[src/rtl/core/u8d_pkg.sv]
// Package for the UTF-8 code point decoder: byte classes, the queued item
// record and the fixed widths and constants shared by the front, queue and back.
// Depends on nothing.
package u8d_pkg;

    localparam int unsigned CP_WIDTH    = 21;
    localparam int unsigned BYTE_WIDTH  = 8;
    localparam int unsigned COUNT_WIDTH = 3;

    localparam logic [CP_WIDTH-1:0] MAX_CP_RESET     = 21'h00FFFF;
    localparam logic [CP_WIDTH-1:0] REPLACEMENT_CP   = 21'h00FFFD;
    localparam logic [CP_WIDTH-1:0] SURROGATE_MASK   = 21'h1FF800;
    localparam logic [CP_WIDTH-1:0] SURROGATE_BASE   = 21'h00D800;

    // Lead bytes that restrict the range of the second byte.
    localparam logic [BYTE_WIDTH-1:0] LEAD_E0 = 8'hE0;
    localparam logic [BYTE_WIDTH-1:0] LEAD_ED = 8'hED;
    localparam logic [BYTE_WIDTH-1:0] LEAD_F0 = 8'hF0;
    localparam logic [BYTE_WIDTH-1:0] LEAD_F4 = 8'hF4;

    typedef enum logic [2:0] {
        CLS_ASCII,
        CLS_CONT,
        CLS_LEAD2,
        CLS_LEAD3,
        CLS_LEAD4,
        CLS_BAD
    } t_byte_class;

    typedef struct packed {
        logic [BYTE_WIDTH-1:0] data_byte;
        logic                  end_of_text;
        t_byte_class           cls;
    } t_item;

endpackage

[src/rtl/core/u8d_front.sv]
// Front end of the UTF-8 decoder: accepts bytes and classifies each one.
// Depends on u8d_pkg.
module u8d_front
    import u8d_pkg::*;
(
    input  logic                  i_valid,
    input  logic [BYTE_WIDTH-1:0] i_data_byte,
    input  logic                  i_end_of_text,
    input  logic                  i_queue_full,
    output logic                  o_stall,
    output logic                  o_push,
    output t_item                 o_item
);

    t_byte_class cls;

    always_comb begin
        if (i_data_byte < 8'h80) begin
            cls = CLS_ASCII;
        end else if (i_data_byte < 8'hC0) begin
            cls = CLS_CONT;
        end else if (i_data_byte < 8'hC2) begin
            cls = CLS_BAD;
        end else if (i_data_byte < 8'hE0) begin
            cls = CLS_LEAD2;
        end else if (i_data_byte < 8'hF0) begin
            cls = CLS_LEAD3;
        end else if (i_data_byte <= LEAD_F4) begin
            cls = CLS_LEAD4;
        end else begin
            cls = CLS_BAD;
        end
    end

    assign o_stall = i_queue_full;
    assign o_push  = i_valid & ~i_queue_full;

    assign o_item.data_byte   = i_data_byte;
    assign o_item.end_of_text = i_end_of_text;
    assign o_item.cls         = cls;

endmodule

[src/rtl/core/u8d_queue.sv]
// Short first-in first-out queue of classified bytes between front and back.
// Depends on u8d_pkg.
module u8d_queue
    import u8d_pkg::*;
#(
    parameter int unsigned DEPTH = 4
) (
    input  logic      i_clk,
    input  logic      i_rst_n,
    input  logic      i_push,
    input  t_item     i_item,
    output logic      o_full,
    output logic      o_not_empty,
    input  logic      i_pop,
    output t_item     o_item
);

    localparam int unsigned PTR_W = (DEPTH > 1) ? $clog2(DEPTH) : 1;
    localparam int unsigned CNT_W = $clog2(DEPTH + 1);
    localparam logic [PTR_W-1:0] LAST_PTR = PTR_W'(DEPTH - 1);
    localparam logic [CNT_W-1:0] FULL_CNT = CNT_W'(DEPTH);

    t_item             r_mem [DEPTH];
    logic [PTR_W-1:0]  r_wr_ptr, n_wr_ptr;
    logic [PTR_W-1:0]  r_rd_ptr, n_rd_ptr;
    logic [CNT_W-1:0]  r_count,  n_count;
    logic              pop;

    assign pop    = i_pop & (r_count != '0);
    assign o_full = (r_count == FULL_CNT);

    assign o_not_empty = (r_count != '0);
    assign o_item      = r_mem[r_rd_ptr];

    always_comb begin
        n_wr_ptr = r_wr_ptr;
        n_rd_ptr = r_rd_ptr;
        n_count  = r_count;
        if (i_push) begin
            n_wr_ptr = (r_wr_ptr == LAST_PTR) ? '0 : r_wr_ptr + 1'b1;
        end
        if (pop) begin
            n_rd_ptr = (r_rd_ptr == LAST_PTR) ? '0 : r_rd_ptr + 1'b1;
        end
        if (i_push && !pop) begin
            n_count = r_count + 1'b1;
        end else if (!i_push && pop) begin
            n_count = r_count - 1'b1;
        end
    end

    always_ff @(posedge i_clk) begin
        if (!i_rst_n) begin
            r_wr_ptr <= '0;
            r_rd_ptr <= '0;
            r_count  <= '0;
        end else begin
            r_wr_ptr <= n_wr_ptr;
            r_rd_ptr <= n_rd_ptr;
            r_count  <= n_count;
        end
    end

    always_ff @(posedge i_clk) begin
        if (i_push) begin
            r_mem[r_wr_ptr] <= i_item;
        end
    end

endmodule

[src/rtl/core/u8d_back.sv]
// Back end of the UTF-8 decoder: sequence state, value assembly, validation
// and the registered result stage. Depends on u8d_pkg.
module u8d_back
    import u8d_pkg::*;
(
    input  logic                   i_clk,
    input  logic                   i_rst_n,
    input  logic [CP_WIDTH-1:0]    i_max_cp,
    input  logic                   i_q_valid,
    output logic                   o_pop,
    input  t_item                  i_item,
    output logic                   o_valid,
    input  logic                   i_stall,
    output logic [CP_WIDTH-1:0]    o_code_point,
    output logic                   o_is_invalid,
    output logic [COUNT_WIDTH-1:0] o_bytes_consumed,
    output logic                   o_text_done
);

    logic [1:0]             r_remaining, n_remaining;
    logic [CP_WIDTH-1:0]    r_acc,       n_acc;
    logic [BYTE_WIDTH-1:0]  r_lead,      n_lead;
    logic [COUNT_WIDTH-1:0] r_seen,      n_seen;

    logic                   r_out_valid;
    logic [CP_WIDTH-1:0]    r_out_cp;
    logic                   r_out_bad;
    logic [COUNT_WIDTH-1:0] r_out_count;
    logic                   r_out_done;

    logic                   take;
    logic                   emit;
    logic                   bad;
    logic                   final_bad;
    logic [CP_WIDTH-1:0]    cp;
    logic [COUNT_WIDTH-1:0] count;
    logic                   second_ok;
    logic [1:0]             rem_dec;
    logic [COUNT_WIDTH-1:0] seen_inc;
    logic [CP_WIDTH-1:0]    payload_sh;
    logic [5:0]             payload;

    assign take  = i_q_valid & (~r_out_valid | ~i_stall);
    assign o_pop = take;

    assign payload  = i_item.data_byte[5:0];
    assign rem_dec  = r_remaining - 2'd1;
    assign seen_inc = r_seen + 3'd1;

    always_comb begin
        case (r_lead)
            LEAD_E0: second_ok = (i_item.data_byte >= 8'hA0);
            LEAD_ED: second_ok = (i_item.data_byte <= 8'h9F);
            LEAD_F0: second_ok = (i_item.data_byte >= 8'h90);
            LEAD_F4: second_ok = (i_item.data_byte <= 8'h8F);
            default: second_ok = 1'b1;
        endcase
    end

    always_comb begin
        case (rem_dec)
            2'd0:    payload_sh = {15'd0, payload};
            2'd1:    payload_sh = {9'd0, payload, 6'd0};
            2'd2:    payload_sh = {3'd0, payload, 12'd0};
            default: payload_sh = {payload[2:0], 18'd0};
        endcase
    end

    always_comb begin
        n_remaining = r_remaining;
        n_acc       = r_acc;
        n_lead      = r_lead;
        n_seen      = r_seen;
        emit        = 1'b0;
        bad         = 1'b0;
        cp          = '0;
        count       = 3'd1;
        if (r_remaining == 2'd0) begin
            case (i_item.cls)
                CLS_ASCII: begin
                    emit = 1'b1;
                    cp   = {13'd0, i_item.data_byte};
                end
                CLS_LEAD2: begin
                    n_remaining = 2'd1;
                    n_acc       = {10'd0, i_item.data_byte[4:0], 6'd0};
                end
                CLS_LEAD3: begin
                    n_remaining = 2'd2;
                    n_acc       = {5'd0, i_item.data_byte[3:0], 12'd0};
                end
                CLS_LEAD4: begin
                    n_remaining = 2'd3;
                    n_acc       = {i_item.data_byte[2:0], 18'd0};
                end
                default: begin
                    emit = 1'b1;
                    bad  = 1'b1;
                end
            endcase
            if (i_item.cls == CLS_LEAD2 || i_item.cls == CLS_LEAD3 ||
                i_item.cls == CLS_LEAD4) begin
                n_lead = i_item.data_byte;
                n_seen = 3'd1;
                if (i_item.end_of_text) begin
                    emit = 1'b1;
                    bad  = 1'b1;
                end
            end
        end else if (i_item.cls != CLS_CONT || (r_seen == 3'd1 && !second_ok)) begin
            emit  = 1'b1;
            bad   = 1'b1;
            count = seen_inc;
        end else begin
            n_remaining = rem_dec;
            n_acc       = r_acc | payload_sh;
            n_seen      = seen_inc;
            count       = seen_inc;
            if (rem_dec == 2'd0) begin
                emit = 1'b1;
                cp   = n_acc;
            end else if (i_item.end_of_text) begin
                emit = 1'b1;
                bad  = 1'b1;
            end
        end
        if (emit) begin
            n_remaining = 2'd0;
        end
    end

    assign final_bad = bad || ((cp & SURROGATE_MASK) == SURROGATE_BASE) || (cp > i_max_cp);

    always_ff @(posedge i_clk) begin
        if (!i_rst_n) begin
            r_remaining <= 2'd0;
            r_seen      <= '0;
            r_out_valid <= 1'b0;
        end else begin
            if (take) begin
                r_remaining <= n_remaining;
                r_seen      <= n_seen;
            end
            if (take) begin
                r_out_valid <= emit;
            end else if (!i_stall) begin
                r_out_valid <= 1'b0;
            end
        end
    end

    always_ff @(posedge i_clk) begin
        if (take) begin
            r_acc  <= n_acc;
            r_lead <= n_lead;
        end
        if (take && emit) begin
            r_out_cp    <= final_bad ? REPLACEMENT_CP : cp;
            r_out_bad   <= final_bad;
            r_out_count <= count;
            r_out_done  <= i_item.end_of_text;
        end
    end

    assign o_valid          = r_out_valid;
    assign o_code_point     = r_out_cp;
    assign o_is_invalid     = r_out_bad;
    assign o_bytes_consumed = r_out_count;
    assign o_text_done      = r_out_done;

endmodule

[src/rtl/core/utf8_codepoint_decoder.sv]
// Top level of the UTF-8 code point decoder: limit register, front end,
// byte queue and back end. Depends on u8d_pkg, u8d_front, u8d_queue, u8d_back.
//
// Usage
//   Input channel: i_valid, i_data_byte, i_end_of_text, with o_stall driven
//   back. A byte transaction completes at a rising edge with i_valid high and
//   o_stall low. Set i_end_of_text on the last byte of a text.
//   Output channel: o_valid with o_code_point, o_is_invalid, o_bytes_consumed
//   and o_text_done; the receiver drives i_stall. A result transaction
//   completes at a rising edge with o_valid high and i_stall low.
//   Configuration channel: i_cfg_valid, i_cfg_data, o_cfg_ready (always high).
//   It writes the largest accepted code point; write it only while idle.
// Timing
//   One byte is taken every cycle while o_stall is low. A byte that completes or
//   breaks a sequence shows its result after passing through the queue and
//   then the back end's result register. The back end's sequence state
//   is a loop on itself, which sets the rate at one byte per cycle.
// Reset and stalls
//   Reset empties the queue, closes any open sequence, clears the result
//   valid flag and sets the limit to U+FFFF. While the receiver stalls, the
//   result holds; bytes collect in the queue, and o_stall rises once the
//   queue holds QUEUE_DEPTH bytes.
module utf8_codepoint_decoder
    import u8d_pkg::*;
#(
    parameter int unsigned QUEUE_DEPTH = 4
) (
    input  logic                   i_clk,
    input  logic                   i_rst_n,
    input  logic                   i_valid,
    output logic                   o_stall,
    input  logic [BYTE_WIDTH-1:0]  i_data_byte,
    input  logic                   i_end_of_text,
    output logic                   o_valid,
    input  logic                   i_stall,
    output logic [CP_WIDTH-1:0]    o_code_point,
    output logic                   o_is_invalid,
    output logic [COUNT_WIDTH-1:0] o_bytes_consumed,
    output logic                   o_text_done,
    input  logic                   i_cfg_valid,
    output logic                   o_cfg_ready,
    input  logic [CP_WIDTH-1:0]    i_cfg_data
);

    logic [CP_WIDTH-1:0] r_max_cp;
    logic                push;
    logic                queue_full;
    t_item               front_item;
    t_item               queue_item;
    logic                q_valid;
    logic                q_pop;

    // The limit register accepts a write in every cycle.
    assign o_cfg_ready = 1'b1;

    always_ff @(posedge i_clk) begin
        if (!i_rst_n) begin
            r_max_cp <= MAX_CP_RESET;
        end else if (i_cfg_valid) begin
            r_max_cp <= i_cfg_data;
        end
    end

    u8d_front u_front (
        .i_valid       (i_valid),
        .i_data_byte   (i_data_byte),
        .i_end_of_text (i_end_of_text),
        .i_queue_full  (queue_full),
        .o_stall       (o_stall),
        .o_push        (push),
        .o_item        (front_item)
    );

    u8d_queue #(
        .DEPTH (QUEUE_DEPTH)
    ) u_queue (
        .i_clk       (i_clk),
        .i_rst_n     (i_rst_n),
        .i_push      (push),
        .i_item      (front_item),
        .o_full      (queue_full),
        .o_not_empty (q_valid),
        .i_pop       (q_pop),
        .o_item      (queue_item)
    );

    u8d_back u_back (
        .i_clk            (i_clk),
        .i_rst_n          (i_rst_n),
        .i_max_cp         (r_max_cp),
        .i_q_valid        (q_valid),
        .o_pop            (q_pop),
        .i_item           (queue_item),
        .o_valid          (o_valid),
        .i_stall          (i_stall),
        .o_code_point     (o_code_point),
        .o_is_invalid     (o_is_invalid),
        .o_bytes_consumed (o_bytes_consumed),
        .o_text_done      (o_text_done)
    );

endmodule
[config.mk]
export PLATFORM = sky130hd
export DESIGN_NAME = utf8_codepoint_decoder
export DESIGN_NICKNAME = d
export VERILOG_FILES = /design/src/rtl/core/u8d_pkg.sv /design/src/rtl/core/u8d_front.sv /design/src/rtl/core/u8d_queue.sv /design/src/rtl/core/u8d_back.sv /design/src/rtl/core/utf8_codepoint_decoder.sv
export SDC_FILE = /design/constraint.sdc
export NUM_CORES = 1
export LEC_CHECK = 0
export BUFFER_PORTS_ARGS = -buffer_cell sky130_fd_sc_hd__buf_2
export CORE_MARGIN = 2
export CORE_UTILIZATION = 50
export CTS_BUF_LIST = sky130_fd_sc_hd__clkbuf_8
export DETAILED_ROUTE_END_ITERATION = 8
export GPL_TIMING_DRIVEN = 0
export PLACE_DENSITY = 0.69
export SLEW_MARGIN = 10
export SYNTH_ARGS = -nofsm -noshare
export SYNTH_HDL_FRONTEND = slang
export SYNTH_SLANG_ARGS = --single-unit
[constraint.sdc]
create_clock -name i_clk -period 12.4 [get_ports i_clk]
set_input_delay 1.86 -clock i_clk [delete_from_list [all_inputs] [get_ports i_clk]]
set_output_delay 1.86 -clock i_clk [all_outputs]
set_load 0.005 [all_outputs]
# After elaboration in Yosys (flattened, before gate mapping)
# Memory sizes are Yosys's and may differ from the RTL's. A register that Yosys moved wholly into a read port is not among the register bits.
# Cells that the tools add are included.
# totals
memories	1
out_inout_bits	29
reg_bits	89
input_bits	35
mem_bits_rw	48
# mem_list
memory	words	width	rd	rd_ports_with_merged_regs	write_ports	line	text
u_queue.r_mem	4	12	1	1	1	u8d_queue.sv:23	t_item r_mem [DEPTH];
# classes
eq_ne	21
n_reduce_logical	23
n_addsub	6
bitwise	8
mux	45
magnitude_cmp	11
# op_table
operator	n
$pmux W21 S3	2
$mux W21	5
$lt A8 B8 Y1 const B	5
$eq A8 B8 Y1 const B	4
$mux W3	10
$le A8 B8 Y1 const B	3
$gt A21 B21 Y1	1
$or A21 B21 Y21	1
$mux W1	18
$ge A8 B8 Y1 const B	2
$mux W2	7
$reduce_and A3 Y1	4
$eq A10 B5 Y1 const B	1
$mux W8	1
$add A3 B1 Y3 const B	2
$eq A2 B2 Y1 const B	3
$eq A3 B2 Y1 const B	2
$eq A3 B3 Y1 const B	2
$ne A3 B1 Y1 const B	2
$pmux W2 S3	1
$logic_or A1 B1 Y1	5
$ne A5 B4 Y1 const B	1
$add A2 B1 Y2 const B	2
$logic_and A1 B1 Y1	4
18 further kinds	26

# Logic depth before layout (Yosys ltp)
# Gate-level depths: netlist of the first run.
# depth
depth_word	10
ltp_mapped	20
mapped_depth_nobuf	16

# Hierarchy
# From an unflattened synthesis of the first run, not the netlist that was laid out.
# hier_totals
cells_unflattened	537
hier_area_um2	6597.6
# by_module_without_submodules
mod	instances	seq_area_each_um2	area_per_inst_um2	cells_each
u8d_back	1	1771.7	3464.6	338
u8d_queue	1	1621.6	2199.6	108
utf8_codepoint_decoder	1	420.4	783.3	70
u8d_front	1	0.0	150.1	21

# Least setup slack after synthesis of the first run
# Ideal clock, no wire load.
# synth_timing
path_type	input -> register
start	in i_stall
end	reg u_back.r_out_count[0] (netlist: u_back.o_bytes_consumed[0]) (enable)
slack_ns	8.391
n_path_buf	1
setup_time_ns	0.409
cell_stages	5
t_arrival_ns	3.600
required_time_ns	11.991
cell_sequence	nand2_1 > o31a_1 > inv_1 > clkbuf_1 > nor2_1
# synth_via
elab_chain_len	4
# synth_lines
element	line	text
from (decl)	utf8_codepoint_decoder.sv:35	input logic i_stall,
$not A1 Y1	u8d_back.sv:43	assign take = i_q_valid & (~r_out_valid | ~i_stall);
$or A1 B1 Y1	u8d_back.sv:43	
$and A1 B1 Y1	u8d_back.sv:43	
$logic_and A1 B1 Y1	u8d_back.sv:157	if (take && emit) begin
to (signal assigned)	u8d_back.sv:160	r_out_count <= count;
to (decl)	u8d_back.sv:28	logic [COUNT_WIDTH-1:0] r_out_count;
# No other way between the ends.
# A chain may end at the register's enable or synchronous reset.

==> results.py, run 1 <==
metrics = {
    "status": {
        "outcome": "finished, final reports clean",
    },
    "floorplan": {
        "core_um2": 12700,
        "row_count": 41,
        "die_h_um": 118,
        "dieArea_um2": 14000,
        "fp.dieW_um": 118,
        "io_pins": 64,
        "start_util": 0.514,
    },
    "timing": {
        "hold_ws_ps": 491,
        "min_period_over_period": 0.374,
        "finalClockSkew_ps": 12.5,
        "worst_pin_slew_ps": 722,
        "rsz0062_at_grt": "no",
        "slew_viol_final": 0,
        "setup-tns-final_ps": 0,
        "fmax_mhz": 216,
        "setup_viol": 0,
        "fin_ws_ps": 7760,
        "finalHoldViolCount": 0,
        "period_needed_ps": 4640,
        "max_slew_margin": 0.517,
    },
    "synthesis": {
        "synth.ff_latch_count": 139,
        "synth_xor_area_frac": 0.00404,
        "netlist_instances": 531,
        "synth_mux_area_frac": 0.0651,
        "synthArstFlopShare": 0,
        "synth_top_family_by_area": "simple AND/OR/NAND/NOR gates",
        "syn_nets": 596,
        "synth_warnings": 0,
        "yosysSeqAreaShare": 0.586,
        "synthAdderAreaFrac": 0.0588,
        "synth_ff_type": "edfxtp_1",
        "synth_compound_area_frac": 0.112,
        "netlist_area_um2": 6510,
        "syn_avg_cell_area_um2": 12.3,
        "synth_edf_count": 103,
        "ys_types": 64,
        "synth-simple-area-share": 0.134,
    },
    "final_layout": {
        "syn2layout_area_growth_pct": 13.8,
        "register_area_um2": 3810,
        "multiInputGateArea_um2": 2440,
        "layout-drive-gt1-share": 0.203,
        "fill_cells": 1079,
        "antennaDiodeCount": 0,
        "fin_nets": 678,
    },
    "placed_design": {
        "io_buffers": 61,
        "dp_hpwl_um": 10000,
        "place_ws_ps": 7790,
        "globalplace.congestion": 0.845,
    },
    "worst_setup_path": {
        "path_class": "reg2reg",
        "critical_path.slowest_cell": "mux4_2",
        "worstPathMaxFanout": 10,
        "cp.arrival_ps": 4840,
        "crit_top_cell": "buf_6",
        "endpoint_kind": "flip-flop",
        "critPathRequiredTime_ps": 12600,
        "critPathMaxStageDelay_ps": 410,
        "critPathLaunchType": "flip-flop",
        "crit_chain": "buf_2 > buf_4 > mux4_2 > o31ai_2 > o31ai_1 > o221ai_2 > nor2_2 > buf_6 > buf_6 > a21oi_1 > nor2_1 > ha_1 > nand4_1 > or3_1 > nor4_1 > a21oi_1 > a21bo_2 > nand3b_4 > buf_6 > a211o_1",
    },
    "power_and_ir_drop": {
        "total_leakage_power_nw": 2.93,
        "pwr-share-clk": 0.192,
        "p_sw_frac": 0.352,
        "powerDensity_nw_per_um2": 229,
        "power.share.sequential": 0.437,
        "vdd_drop_max_uv": 104,
        "finalPower_mw": 1.70,
        "p_int_mw": 1.10,
        "power_frac_comb": 0.371,
        "power.switching_uw": 597,
    },
    "job": {
        "max-cap-violations": 0,
    },
    "grt": {
        "grt_pass1_vias": 4432,
        "grt_max_degree": 20,
        "grt_pass1_wl_um": 22100,
        "antenna_found_initial": 0,
        "grt_usage": 0.205,
        "overflow": 0,
    },
    "clock_tree": {
        "cts_setup_buffers": 0,
        "clock_latency_ps": 450,
        "cts.sinks": 139,
        "tritoncts": "built",
        "clockRootBuffer": "clkbuf_8",
        "cts_max_path_buffers": 2,
        "ctsHoldBuffers": 0,
        "clk_pin_slew_ps": 70,
        "numCtsBuffers": 17,
        "h-tree-depth": 4,
        "cts_resized": 0,
    },
    "route": {
        "detail_route.first_pass.iterations": 5,
        "drc": 0,
        "ant_nets": 0,
        "drt_iter0_markers": 308,
        "viasPerCell": 5.48,
        "via_count": 4364,
        "wl_per_cell_um": 17.0,
        "totalWireLength_um": 13600,
    },
    "min_path": {
        "hp-class": "reg2reg",
    },
}
==> synth_stat cells, types with 4 or more instances <==
master,n,area [µm²]
inv_1,31,116
or2_1,11,68.8
a22o_1,6,52.6
and2_1,15,93.8
nor2_1,35,131
buf_6,5,56.3
edfxtp_1,103,3090
nand2_1,51,191
a221o_1,4,40.0
clkbuf_1,13,48.8
a21o_1,4,30.0
a21oi_1,33,165
ha_1,29,363
o211ai_1,16,120
dfxtp_1,36,721
nor3_1,4,20.0
o21ai_0,15,75.1
nand4_1,6,37.5
nand3_1,11,55.1
nor2b_1,13,81.3
mux4_2,12,270
mux2i_1,12,120
==> power groups by stage <==
stage | clock network (mW) | logic (mW) | registers [mW]
2_1_floorplan | 0 | 0.428 | 0.747
3_3_place_gp | 0 | 0.599 | 0.750
3_5_place_dp | 0 | 0.633 | 0.752
4_1_cts | 0.333 | 0.634 | 0.741
5_1_grt | 0.350 | 0.698 | 0.755
6_report | 0.325 | 0.630 | 0.741
==> worst max-delay path, delay by kind of cell, from the launching register on <==
kind                     cells  cell delay (ps)
AO/OA/AOI/OAI                7             1460
adder cells (fa/ha/maj)      1              310
buffers and inverters        5              850
flip-flops                   1              310
multiplexers                 1              410
AND/OR/NAND/NOR              6             1040
==> cell usage in the layout (no fill, tap or decap), types with 16 or more instances in the layout <==
master    netlist  routed
inv_1          31      33
buf_2           1      62
nor2_1         35      34
a21oi_1        33      32
edfxtp_1      103     103
nand2_1        51      51
dfxtp_1        36      36
ha_1           29      29
o211ai_1       16      16
clkbuf_8        0      17
==> metal layers <==
layer,GRT usage,wire (µm),vias to the layer above
met5,0,0,-
met4,0.100,416,0
met3,0.0451,694,29
met2,0.359,7090,145
met1,0.237,5380,2070
li1,-,-,2120
==> flip-flops by register name (all words and copies together), names as in the netlist, 2 cells and up, named ones only <==
register                 count
u_queue.r_mem               48
r_max_cp                    21
u_back.o_code_point         21
u_back.r_acc                21
u_back.r_lead                8
u_back.o_bytes_consumed      3
u_back.r_seen                3
u_queue.r_count              3
u_back.r_remaining           2
u_queue.r_rd_ptr             2
u_queue.r_wr_ptr             2
==> final timing paths <==
check | startpoint | to | slack, ps | cells after the start
worst max-delay path | flip-flop | u_back.o_code_point[0] | 7760 | 20
worst min register to register | r_max_cp[7] | r_max_cp[7] | 490 | 2
worst max register to register | flip-flop | u_back.o_code_point[0] | 7760 | 20
worst min-delay path | r_max_cp[7] | r_max_cp[7] | 490 | 2
==> logic make-up after synthesis <==
kind of cell,Yosys count
flip-flops,139
XOR/XNOR,3
AO/OA/AOI/OAI,105
AND/OR/NAND/NOR,169
other,1
multiplexers,27
adder cells (fa/ha/maj),30
buffers and inverters,57
==> final cells by class <==
| class | count | area share |
|---|---|---|
| sequential | 139 | 0.515 |
| clock buffer | 17 | 0.0316 |
| tap | 172 | 0.0291 |
| buffer | 24 | 0.0189 |
| inverter | 33 | 0.0167 |
| multi-input combinational | 335 | 0.329 |
| timing repair buffer | 63 | 0.0448 |
| clock inverter | 14 | 0.0147 |
==> metrics by stage <==
step,instances,util,instance area [µm²]
after floorplan,531,-,6510
after global placement,764,0.555,7030
after detailed placement,766,0.558,7060
after CTS,797,0.585,7410
after global routing,797,0.585,7410
final,797,0.585,7410
No activity file was read; power rests on OpenSTA's default activity.
==> inputs of run 2 (changes only) <==
Settings changed: PLACE_DENSITY 0.69 to 0.72.
Clock period 12.4 ns to 4.1 ns, I/O delays scaled along.
==> results.py, run 2 (synthesized netlist as in run 1, its figures left out) <==
metrics = {
    "floorplan": {
        "start_util": 0.514,
        "dieArea_um2": 14000,
        "fp.dieW_um": 118,
        "io_pins": 64,
        "die_h_um": 118,
        "core_um2": 12700,
        "row_count": 41,
    },
    "route": {
        "drc": 0,
        "drt_iter0_markers": 312,
        "wl_per_cell_um": 17.7,
        "via_count": 4558,
        "detail_route.first_pass.iterations": 5,
        "ant_nets": 0,
        "totalWireLength_um": 14500,
        "viasPerCell": 5.55,
    },
    "power_and_ir_drop": {
        "power.switching_mw": 1.98,
        "total_leakage_power_nw": 3.10,
        "powerDensity_nw_per_um2": 700,
        "vdd_drop_max_uv": 447,
        "power.share.sequential": 0.402,
        "p_int_mw": 3.62,
        "finalPower_mw": 5.60,
        "p_sw_frac": 0.353,
        "power_frac_comb": 0.406,
        "pwr-share-clk": 0.192,
    },
    "timing": {
        "setup_viol": 18,
        "fin_ws_ps": -97.7,
        "rsz0062_at_grt": "yes",
        "worst_pin_slew_ps": 711,
        "min_period_over_period": 1.02,
        "finalHoldViolCount": 0,
        "period_needed_ps": 4200,
        "fmax_mhz": 238,
        "max_slew_margin": 0.524,
        "slew_viol_final": 0,
        "hold_ws_ps": 383,
        "finalClockSkew_ps": 13.4,
        "setup-tns-final_ps": -919,
    },
    "final_layout": {
        "antennaDiodeCount": 0,
        "multiInputGateArea_um2": 2750,
        "fin_nets": 701,
        "syn2layout_area_growth_pct": 22.9,
        "largest_reg_flops": 48,
        "mostFrequentLayoutCells": "103 x edfxtp_1, 61 x buf_2, 49 x nand2_1, 35 x dfxtp_1",
        "layoutNonFillerInstCount": 821,
        "final_common_cell": "edfxtp_1",
        "regMostFlops": "u_queue.r_mem",
        "register_area_um2": 3810,
        "layout-drive-gt1-share": 0.294,
        "fill_cells": 1002,
    },
    "grt": {
        "grt_pass1_vias": 4620,
        "overflow": 0,
        "grt_pass1_wl_um": 22900,
        "grt_usage": 0.214,
        "antenna_found_initial": 0,
        "grt_max_degree": 18,
    },
    "clock_tree": {
        "cts_max_path_buffers": 2,
        "clockRootBuffer": "clkbuf_8",
        "clk_pin_slew_ps": 80,
        "numCtsBuffers": 17,
        "tritoncts": "built",
        "h-tree-depth": 4,
        "ctsHoldBuffers": 0,
        "cts.sinks": 139,
        "clock_latency_ps": 450,
    },
    "job": {
        "max-cap-violations": 0,
    },
    "worst_setup_path": {
        "crit_chain": "buf_8 > mux4_2 > o31ai_4 > o31ai_4 > o221ai_2 > nor2_2 > buf_6 > buf_8 > nand2_1 > inv_2 > ha_4 > nand4_1 > or3_4 > nor4_4 > a21oi_1 > a21bo_2 > nand3b_4 > buf_6 > or2_1",
        "critPathMaxStageDelay_ps": 580,
        "path_class": "reg2reg",
        "worstPathMaxFanout": 6,
        "endpoint_kind": "flip-flop",
        "critical_path.slowest_cell": "mux4_2",
        "cp.arrival_ps": 4400,
        "critPathRequiredTime_ps": 4300,
        "critPathLaunchType": "flip-flop",
    },
    "placed_design": {
        "place_ws_ps": -508,
        "dp_hpwl_um": 9810,
        "io_buffers": 61,
        "place_inst": 766,
        "globalplace.congestion": 0.866,
    },
    "min_path": {
        "hp-class": "in2reg",
    },
    "status": {
        "outcome": "complete, but fails checks",
        "failed_checks": "negative setup slack",
    },
}
## run 2: metal layers
metal  vias up  track usage  part of all wire
met5         -            0                 0
met4         0       0.0776             0.031
met3        32       0.0557             0.052
met2       135        0.392              0.53
met1      2225        0.238              0.39
li1       2166            -                 -
## run 2: power by group through the flow
stage	clock network, mW	registers (mW)	logic (mW)
3_3_place_gp	0	2.27	1.80
4_1_cts	1.09	2.25	2.13
2_1_floorplan	0	2.26	1.29
5_1_grt	1.16	2.30	2.48
6_report	1.08	2.25	2.27
3_5_place_dp	0	2.27	1.91
## run 2: area by class of cell
type                            count  area share
Timing Repair Buffer               87      0.0689
Sequential cell                   139       0.477
Tap cell                          172      0.0269
Inverter                           33      0.0155
Clock buffer                       17      0.0292
Clock inverter                     15      0.0183
Multi-Input combinational cell    335       0.344
Buffer                             23      0.0208
## run 2: per-stage QoR
step / util / instance area [µm²]
2_1_floorplan: - / 6510
3_3_place_gp: 0.555 / 7030
3_5_place_dp: 0.558 / 7070
4_1_cts: 0.617 / 7810
5_1_grt: 0.632 / 8010
6_report: 0.632 / 8010
## run 2: path summary, 6_finish.rpt
path,slack [ps],cells after the start,end,startpoint
worst max register to register,-100,19,u_back.o_code_point[13],flip-flop
worst min register to register,500,2,u_back.o_valid,u_back.o_valid
worst min-delay path,380,1,u_queue.r_mem[1][3],i_end_of_text
worst max-delay path,-100,19,u_back.o_code_point[13],flip-flop
## run 2: critical path, delay by kind of cell (launching register included)
family | cells | cell delay (ps)
AOI/OAI and AO/OA | 5 | 930
adders and majority gates | 1 | 260
buffers and inverters | 5 | 630
DFF | 1 | 340
muxes | 1 | 580
and+or+nand+nor | 7 | 1210
## run 2: repair_timing
action                                  CTS  global route
pin swaps                                 8            20
setup buffers                            17             5
resized for setup                        40            21
gates cloned                              3             0
endpoints found under the setup margin   22            22
==> inputs of run 3 (changes only) <==
Settings changed: PLACE_DENSITY 0.72 to 0.69.
Clock period 4.1 ns to 4.99 ns, I/O delays scaled along.
==> results.py, run 3 (synthesized netlist as in run 1, its figures left out) <==
metrics = {
    "clock_tree": {
        "cts.sinks": 139,
        "numCtsBuffers": 17,
        "clk_pin_slew_ps": 70,
        "h-tree-depth": 4,
        "clock_latency_ps": 460,
        "clockRootBuffer": "clkbuf_8",
        "cts_max_path_buffers": 2,
        "tritoncts": "built",
        "cts_setup_buffers": 0,
    },
    "floorplan": {
        "core_um2": 12700,
        "fp.dieW_um": 118,
        "row_count": 41,
        "io_pins": 64,
        "start_util": 0.514,
        "dieArea_um2": 14000,
        "die_h_um": 118,
    },
    "timing": {
        "fin_ws_ps": 356,
        "rsz0062_at_grt": "no",
        "finalClockSkew_ps": 14.1,
        "worst_pin_slew_ps": 712,
        "setup_viol": 0,
        "period_needed_ps": 4630,
        "min_period_over_period": 0.929,
        "finalHoldViolCount": 0,
        "setup-tns-final_ps": 0,
        "max_slew_margin": 0.523,
        "slew_viol_final": 0,
        "fmax_mhz": 216,
    },
    "final_layout": {
        "layout-drive-gt1-share": 0.205,
        "fin_nets": 678,
        "syn2layout_area_growth_pct": 13.8,
        "regMostFlops": "u_queue.r_mem",
        "largest_reg_flops": 48,
        "mostFrequentLayoutCells": "103 x edfxtp_1, 62 x buf_2, 51 x nand2_1, 36 x dfxtp_1",
        "antennaDiodeCount": 0,
        "final_common_cell": "edfxtp_1",
    },
    "route": {
        "totalWireLength_um": 13700,
        "drt_iter0_markers": 271,
        "detail_route.first_pass.iterations": 5,
        "drc": 0,
        "ant_nets": 0,
        "viasPerCell": 5.47,
        "via_count": 4363,
        "wl_per_cell_um": 17.1,
    },
    "worst_setup_path": {
        "critPathLaunchType": "flip-flop",
        "critical-path-top-delay-family": "compound AO/OA/AOI/OAI gates",
        "crit_chain": "buf_2 > buf_4 > mux4_2 > o31ai_2 > o31ai_1 > o221ai_2 > nor2_2 > buf_6 > buf_6 > a21oi_1 > nor2_1 > ha_1 > nand4_1 > or3_1 > nor4_1 > a21oi_1 > a21bo_2 > nand3b_4 > buf_6 > a211o_1",
        "path_class": "reg2reg",
        "critPathRequiredTime_ps": 5190,
        "worstPathMaxFanout": 10,
        "endpoint_kind": "flip-flop",
        "crit_top_cell": "buf_6",
        "critPathMaxStageDelay_ps": 410,
        "critical_path.slowest_cell": "mux4_2",
        "crit_buf_inv": 5,
        "cp.arrival_ps": 4840,
    },
    "placed_design": {
        "place_ws_ps": 382,
        "io_buffers": 61,
        "dp_hpwl_um": 10000,
        "globalplace.congestion": 0.845,
    },
    "grt": {
        "overflow": 0,
        "antenna_found_initial": 0,
        "grt_pass1_wl_um": 22100,
        "grt_pass1_vias": 4432,
        "grt_usage": 0.205,
        "grt_max_degree": 20,
    },
    "min_path": {
        "hp-class": "reg2reg",
    },
    "power_and_ir_drop": {
        "total_leakage_power_nw": 2.93,
        "powerDensity_nw_per_um2": 570,
        "vdd_drop_max_uv": 260,
        "finalPower_mw": 4.22,
    },
    "status": {
        "outcome": "finished, final reports clean",
    },
    "job": {
        "max-cap-violations": 0,
    },
}
-- run 3: stage by stage --
stage          hold slack [ps]  utilization  std cells  cell area (µm²)
4_1_cts                    477        0.585        797             7410
5_1_grt                    512        0.585        797             7410
3_5_place_dp               478        0.558        766             7060
3_3_place_gp               478        0.555        764             7030
2_1_floorplan              449            -        531             6510
6_report                   492        0.585        797             7410
-- run 3: layer usage --
| metal | global-route usage | vias to the layer above | part of all wire |
|---|---|---|---|
| met4 | 0.100 | 0 | 0.029 |
| li1 | - | 2118 | - |
| met1 | 0.237 | 2087 | 0.40 |
| met2 | 0.359 | 131 | 0.52 |
| met3 | 0.0451 | 27 | 0.048 |
| met5 | 0 | - | 0 |
-- run 3: where the power goes --
group	leakage [nW]	internal, mW	switching [mW]
registers	1.26	1.71	0.133
logic	1.50	0.643	0.927
clock network	0.173	0.382	0.428
total	2.93	2.73	1.49
-- run 3: final timing paths --
kind         cells after the start  slack [ps]   startpoint                endpoint
min                              2         490  r_max_cp[0]             r_max_cp[0]
max reg2reg                     20         360    flip-flop  u_back.o_code_point[0]
max                             20         360    flip-flop  u_back.o_code_point[0]
min reg2reg                      2         490  r_max_cp[0]             r_max_cp[0]
-- run 3: layout make-up --
class / count / area (µm²)
fill: 1078 / 5260
sequential: 139 / 3810
multi-input combinational: 335 / 2440
timing repair buffer: 63 / 332
clock buffer: 17 / 234
tap: 172 / 215
buffer: 24 / 140
inverter: 33 / 124
clock inverter: 14 / 109
-- run 3: worst register-to-register path, stage by stage, from the launching register on --
cell and delay, ps:
dfxtp_1 310, buf_2 190, buf_4 230, mux4_2 420, o31ai_2 270, o31ai_1 140, o221ai_2 300, nor2_2 100
buf_6 150, buf_6 140, a21oi_1 230, nor2_1 140, ha_1 300, nand4_1 60, or3_1 340, nor4_1 310
a21oi_1 70, a21bo_2 220, nand3b_4 100, buf_6 150, a211o_1 250
-- run 3: timing repair --
action                     in CTS  in global routing
resized for setup               0                  1
setup endpoints to repair       0                  1
hold buffers                    0                  0
